### src/hdl/tbe_pkg.sv
// ----------------------------------------------------------------------------
// tbe_pkg
// Shared types, widths and constants of the three-body energy solver.
// ----------------------------------------------------------------------------
package tbe_pkg;

  localparam int unsigned ANGLE_BITS_DEF = 16;
  localparam int unsigned PHASE_W        = 32;
  localparam int unsigned N_ANG          = 6;
  localparam int unsigned N_OBJ          = 3;

  // rotation-mode CORDIC, Q4.30 datapath
  localparam int unsigned CORDIC_STEPS = 30;
  localparam int unsigned CW           = 34;
  localparam logic signed [CW-1:0] CORDIC_GAIN = 34'sd652032874;

  // configuration
  localparam int unsigned BEAM_W     = 16;
  localparam int unsigned XSINE_W    = 24;
  localparam int unsigned DRIVE_W    = BEAM_W + XSINE_W;
  localparam int unsigned CFG_IDX_W  = 2;
  localparam int unsigned CFG_DATA_W = 24;
  localparam logic [BEAM_W-1:0]  BEAM_RST  = 16'd8000;
  localparam logic [XSINE_W-1:0] XSINE_RST = 24'd117440;
  localparam logic [DRIVE_W-1:0] DRIVE_RST = 40'd939520000;

  typedef enum logic [CFG_IDX_W-1:0] {
    CFG_BEAM  = 2'd0,
    CFG_XSINE = 2'd1
  } cfg_idx_e;

  typedef enum logic [1:0] {
    OBJ_JET_ONE = 2'd0,
    OBJ_JET_TWO = 2'd1,
    OBJ_PHOTON  = 2'd2
  } obj_e;

  // solver widths
  localparam int unsigned RND_SH = 30;
  localparam int unsigned MW     = CW;        // matrix entries
  localparam int unsigned PW     = 2 * MW;    // products
  localparam int unsigned CFW    = 34;        // cofactors
  localparam int unsigned HALF   = CFW / 2;
  localparam int unsigned NPW    = DRIVE_W + HALF;
  localparam int unsigned DPW    = MW + CFW;  // determinant terms
  localparam int unsigned DW     = 64;        // determinant
  localparam int unsigned NSH    = 10;
  localparam int unsigned NW     = 84;        // dividend
  localparam int unsigned QW     = 32;        // quotient
  localparam int unsigned RW     = DW + 1;    // partial remainder
  localparam int unsigned EW     = 32;        // energies

  typedef struct packed {
    logic signed [CW-1:0] z;
    logic                 flip;
  } ang_t;

  typedef struct packed {
    ang_t [N_ANG-1:0] ang;
    logic [1:0]       choice;
  } item_t;

  function automatic logic [PHASE_W-1:0] atan_turn(input int unsigned i);
    logic [PHASE_W-1:0] r;
    unique case (i)
      0:  r = 32'h20000000;
      1:  r = 32'h12E4051D;
      2:  r = 32'h09FB385B;
      3:  r = 32'h051111D4;
      4:  r = 32'h028B0D43;
      5:  r = 32'h0145D7E1;
      6:  r = 32'h00A2F61E;
      7:  r = 32'h00517C55;
      8:  r = 32'h0028BE53;
      9:  r = 32'h00145F2F;
      10: r = 32'h000A2F98;
      11: r = 32'h000517CC;
      12: r = 32'h00028BE6;
      13: r = 32'h000145F3;
      14: r = 32'h0000A2F9;
      15: r = 32'h0000517C;
      16: r = 32'h000028BE;
      17: r = 32'h0000145F;
      18: r = 32'h00000A2F;
      19: r = 32'h00000517;
      20: r = 32'h0000028B;
      21: r = 32'h00000145;
      22: r = 32'h000000A2;
      23: r = 32'h00000051;
      24: r = 32'h00000028;
      25: r = 32'h00000014;
      26: r = 32'h0000000A;
      27: r = 32'h00000005;
      28: r = 32'h00000002;
      29: r = 32'h00000001;
      default: r = '0;
    endcase
    return r;
  endfunction

  // round half up at bit 30, floor shift
  function automatic logic signed [MW-1:0] rnd_m(input logic signed [PW-1:0] v);
    logic signed [PW-1:0] t;
    t = (v + $signed(PW'(1) << (RND_SH - 1))) >>> RND_SH;
    return t[MW-1:0];
  endfunction

  function automatic logic signed [CFW-1:0] rnd_c(input logic signed [PW:0] v);
    logic signed [PW:0] t;
    t = (v + $signed((PW+1)'(1) << (RND_SH - 1))) >>> RND_SH;
    return t[CFW-1:0];
  endfunction

endpackage

### src/hdl/tbe_front.sv
// ----------------------------------------------------------------------------
// tbe_front
// Takes requests, folds each angle to the right half turn and queues them.
// ----------------------------------------------------------------------------
module tbe_front import tbe_pkg::*; #(
  parameter int unsigned ANGLE_BITS = ANGLE_BITS_DEF
) (
  input  logic                  clk_i,
  input  logic                  rst_ni,
  input  logic                  in_valid_i,
  output logic                  in_stall_o,
  input  logic [ANGLE_BITS-1:0] angle_i [N_ANG],
  input  logic [1:0]            choice_i,
  input  logic                  pop_i,
  output logic                  q_vld_o,
  output item_t                 q_item_o
);

  item_t            item_d;
  item_t            mem_q [2];
  logic             wr_q, rd_q;
  logic [1:0]       cnt_q;
  logic             push;
  logic             pop;
  logic [PHASE_W-1:0] ph [N_ANG];

  always_comb begin
    item_d.choice = choice_i;
    for (int l = 0; l < N_ANG; l++) begin
      ph[l] = {angle_i[l], {(PHASE_W-ANGLE_BITS){1'b0}}};
      // second and third quarter: rotate by half a turn, negate at the end
      item_d.ang[l].flip = ph[l][PHASE_W-1] ^ ph[l][PHASE_W-2];
      item_d.ang[l].z = $signed({{(CW-PHASE_W){ph[l][PHASE_W-1] ^ item_d.ang[l].flip}},
                                 ph[l][PHASE_W-1] ^ item_d.ang[l].flip,
                                 ph[l][PHASE_W-2:0]});
    end
  end

  assign in_stall_o = (cnt_q == 2'd2);
  assign push       = in_valid_i & ~in_stall_o;
  assign q_vld_o    = (cnt_q != 2'd0);
  assign pop        = pop_i & q_vld_o;
  assign q_item_o   = mem_q[rd_q];

  always_ff @(posedge clk_i or negedge rst_ni) begin
    if (!rst_ni) begin
      wr_q  <= 1'b0;
      rd_q  <= 1'b0;
      cnt_q <= 2'd0;
    end else begin
      if (push) wr_q <= ~wr_q;
      if (pop)  rd_q <= ~rd_q;
      cnt_q <= cnt_q + {1'b0, push} - {1'b0, pop};
    end
  end

  always_ff @(posedge clk_i) begin
    if (push) mem_q[wr_q] <= item_d;
  end

endmodule

### config.mk
export PLATFORM = sky130hd
export DESIGN_NAME = tbe_front
export DESIGN_NICKNAME = d
export VERILOG_FILES = /design/src/hdl/tbe_pkg.sv /design/src/hdl/tbe_front.sv
export SDC_FILE = /design/constraint.sdc
export NUM_CORES = 1
export LEC_CHECK = 0
export BUFFER_PORTS_ARGS = -buffer_cell sky130_fd_sc_hd__buf_4
export CORE_MARGIN = 1.5
export CORE_UTILIZATION = 30
export DETAILED_ROUTE_END_ITERATION = 10
export PLACE_DENSITY = 0.54
export SETUP_SLACK_MARGIN = 0.3
export SLEW_MARGIN = 20
export SYNTH_ARGS = -nofsm -noshare
export SYNTH_HDL_FRONTEND = slang
export SYNTH_SLANG_ARGS = --single-unit
### constraint.sdc
create_clock -name clk_i -period 5.6 [get_ports clk_i]
set_input_delay 0.84 -clock clk_i [delete_from_list [all_inputs] [get_ports clk_i]]
set_output_delay 0.84 -clock clk_i [all_outputs]
set_load 0.03 [all_outputs]
Word-level counts from Yosys, hierarchy flattened
Memories as Yosys holds them, arrays and structs flattened. Cells that the tools add are included.

Register bits after elaboration: 4. Latch bits: 0. RAM bits: 232. ROM bits: 0. Input port bits: 102. Output and inout port bits: 214. Logic and storage cells: 27. Memories kept: 1.

Memories: mem_q (depth 2, width 116, read ports 1, clocked after Yosys merged registers in 0, wr ports 1, RTL line tbe_front.sv:20) `item_t mem_q [2];`.

Add/subtract/negate cells: 2. Multiply operators: 0. Divide/modulo/power cells: 0. Magnitude comparators: 0. Equality and inequality tests: 1. Shift-type cells: 0. Muxes and demuxes: 2. Bitwise operators: 17. Reduce and logical (&&, ||, !) cells: 1.

Operator list (count): $xor A1 B1 Y1 (12); $not A1 Y1 (3); $add A2 B1 Y2 (1); $and A1 B1 Y1 (2); $eq A2 B2 Y1 const B (1); $mux W1 (2); $reduce_bool A2 Y1 (1); $sub A2 B1 Y2 (1).

Logic depth before layout (Yosys ltp)
Depth in word-level cells: 5. Gate-level depth with buffers: 7. Mapped depth without buffers: 7.

Worst setup path after synthesis
OpenSTA, ideal clock, no wires.

Kind: input port to flip-flop. From: input in_valid_i. To: memory mem_q[0][0] (netlist bit), enable pin. Setup time: 568 ps. Arrival time: 5262 ps. Data required time: 5032 ps. Setup slack: -229 ps. Cell stages on the path: 2. Buffers on the path: 0. Cell sequence: nand2_1 > nor2_1.

Word-level cells in the longest chain between the ends: 3.

Ends and longest elaborated chain: start: declaration (RTL line tbe_front.sv:10) `input logic in_valid_i,`; $and A1 B1 Y1 (RTL line tbe_front.sv:40) `assign push = in_valid_i & ~in_stall_o;`; $mux W1 (RTL line tbe_front.sv:58) `if (push) mem_q[wr_q] <= item_d;`; $mux W1 (not written as such) (RTL line tbe_front.sv:58); end: declaration (RTL line tbe_front.sv:20).

No other way between the ends.

==> flow_summary_export.csv <==
group,metric,value,unit
detailed_routing,drt-initial-drc-count,146,
run,max_cap_viol_count,0,
logic_synthesis,yosys.area_share.simple,0.003678,
place,place_hpwl,10870,um
detailed_routing,via_per_inst,3.907,
critical_path,crit_arrival,2530,ps
logic_synthesis,synthMuxAreaShare,0.1536,
sta,tightest_slew,852.5,ps
floorplan,die_width,174.7,um
critical_path,critPathMaxFanout,35,
detailed_routing,postRouteAntennaNets,0,
sta,fin_tns_setup,0,ps
logic_synthesis,ys_seq_area_frac,0.7174,
run_status,status,"completed",
pwr,p_per_area,573.2,nW/um2
worst_hold_path,hold_path.class,"primary input to asynchronous set/reset pin",
sta,timing.hold.ws,133.6,ps
logic_synthesis,synth_top_family_by_area,"multiplexers",
critical_path,critPathRequiredTime,4760,ps
layout,fillCellCount,2705,
clock_tree,cts_resized,0,
place,port_buffers,219,
global_routing,antenna_found_initial,2,
clock_tree,h-tree-depth,1,
clock_tree,cts_root_buf,"clkbuf_16",
pwr,ir_drop,0.0006011,V
global_routing,grt_first_pass_wirelength,24290,um
critical_path,r2r-start,"cnt_q[1]",
logic_synthesis,yosysUniqueCellTypes,21,
clock_tree,postCtsSetupBuffers,0,
global_routing,grt_max_degree,65,
critical_path,rrSetupSlack,3530,ps
clock_tree,cts_tree,"built",
logic_synthesis,postSynthAreaPerCell,19.11,um2
logic_synthesis,synth.most_common_cell,"edfxtp_1",
layout,nets,788,
clock_tree,clk_latency,520,ps
critical_path,cp_slowest_stage_delay,780,ps
place,gp_congestion,0.7275,
critical_path,crit_type,"flip-flop to output port",
pwr,p_leak,4.467,nW
layout,syn_to_final_growth,26.78,%
clock_tree,cts_max_path_buffers,3,
logic_synthesis,synth_edf_count,208,
floorplan,ios,316,
global_routing,track_usage,0.1038,
clock_tree,holdBufCountCts,0,
floorplan,coreArea,28860,um2
floorplan,die_area,30530,um2
global_routing,first_global_vias,4252,
critical_path,cp-startpoint,"rd_q",
sta,min_period,3371,ps
sta,fin_crit_sh,0.6020,
logic_synthesis,synthFlopType,"edfxtp_1",
clock_tree,clkTransAtPathRegs,60,ps
detailed_routing,vias,4243,
layout,final_area,11210,um2
place,dpl_cell_area,10420,um2
logic_synthesis,async_reset_ff_frac,0.01887,
clock_tree,numCtsBuffers,24,
sta,report.final.slew_viol_count,0,
logic_synthesis,synth_fa_ha_area_frac,0.002829,
logic_synthesis,synth.area.top_cells,"edfxtp_1 (71%), buf_4 (9.2%), mux2_4 (8.5%), mux2_2 (6.9%), buf_12 (1.1%)",
floorplan,placementRows,62,
clock_tree,clock_sinks,212,
detailed_routing,drc,0,
logic_synthesis,yosys.area.top_type,"edfxtp_1",
floorplan,die_h,174.7,um
logic_synthesis,synth_xor_area_frac,0.009901,
floorplan,initial_core_util,0.3065,
sta,rsz0062_at_grt,"false",
critical_path,path_cells,"buf_12 > buf_4 > mux2_2 > buf_4",
critical_path,cp_slowest_cell,"dfrtp_4",
logic_synthesis,synth_common_cells,"edfxtp_1 (208), buf_4 (108), mux2_2 (54), mux2_4 (50), xor2_1 (7)",
logic_synthesis,synth_compound_area_frac,0,
critical_path,cp_common_cell,"buf_4",
logic_synthesis,synth_warnings,0,
detailed_routing,wire_per_inst,15.33,um
detailed_routing,totalWireLength,16650,um
logic_synthesis,yosys.area.top_type_share,0.7061,
sta,slew_headroom,0.4316,
critical_path,cp-end-kind,"output port",
logic_synthesis,synthCells,463,
critical_path,critPathLaunchType,"flip-flop",
sta,fin_worst_skew,24.76,ps
sta,timing.fmax,296.6,MHz
sta,setup_violations,0,
global_routing,grt_overflow,0,
sta,finalHoldViolCount,0,
layout,drive_gt1_frac,0.5207,
detailed_routing,dr.pass1.iters,4,
logic_synthesis,syn_area,8846,um2
logic_synthesis,ys_seq_elements,212,
## cells by family (layout without fill, tap and decap cells)
logic type	count (synthesis)	after routing
xor+xnor	10	10
fa+ha+maj	2	2
simple gates	6	6
mux	104	104
other cells	1	97
buf+inv	128	271
flops	212	212
## metrics by stage
stage / util / power (W) / setup WS (ps) / cells
floorplan: - / 0.004275 / 1522 / 558
global placement: 0.3603 / 0.004950 / 2467 / 1040
detailed placement: 0.3610 / 0.004968 / 2461 / 1041
CTS: 0.3878 / 0.006534 / 1921 / 1084
global route: 0.3885 / 0.006726 / 2075 / 1085
finish: 0.3886 / 0.006428 / 2229 / 1086
## cell usage in the layout (no fill, tap or decap), types with 2 or more instances in the layout
cell	instances
buf_4	224
edfxtp_1	208
conb_1	96
mux2_2	54
mux2_4	50
clkbuf_16	25
clkinv_1	8
xor2_1	7
clkbuf_1	4
xnor2_1	3
clkinv_2	3
bufinv_16	3
dfrtp_1	3
inv_1	2
ha_1	2
buf_12	2
## critical path: cells and delay by family (launching register included)
family,cells,cell delay [ps]
multiplexers,1,390
flip-flops,1,780
buffers and inverters,3,850
## cell type report
class | count | area [um2] | area share
Timing Repair Buffer | 226 | 1722 | 0.1535
Sequential cell | 212 | 6350 | 0.5662
Antenna cell | 1 | 2.502 | 0.0002231
Multi-Input combinational cell | 218 | 1877 | 0.1674
Clock inverter | 14 | 135.1 | 0.01205
Inverter | 2 | 7.507 | 0.0006694
Tap cell | 384 | 480.5 | 0.04284
Clock buffer | 29 | 640.6 | 0.05712
## final timing paths
check,to,cells after the start
setup / recovery,q_item_o[196],4
hold / removal,cnt_q[0],1
setup reg to reg,mem_q[1][50],3
hold reg to reg,cnt_q[1],1
max in group asynchronous,rd_q,1
min in group clk_i,cnt_q[1],1
## registers in the layout, summed over array words and instances (netlist names)
register / flops
wr_q: 1
cnt_q: 2
rd_q: 1
mem_q: 208
## report_power, final
part,leakage [nW],internal [W],switching (W),total (W)
sequential,1.98,0.00218,0.000138,0.00231
combinational,2.11,0.00103,0.00155,0.00258
clock,0.379,0.000944,0.000591,0.00153
## metal layers
layer	routed length (um)	global-route usage	vias to the layer above
met5	13	0	-
met4	361	0.03134	2
met3	2113	0.05505	27
met2	7532	0.1637	226
met1	6627	0.1223	2037
li1	-	-	1951
Note: power is estimated with default switching activity, not from simulation.
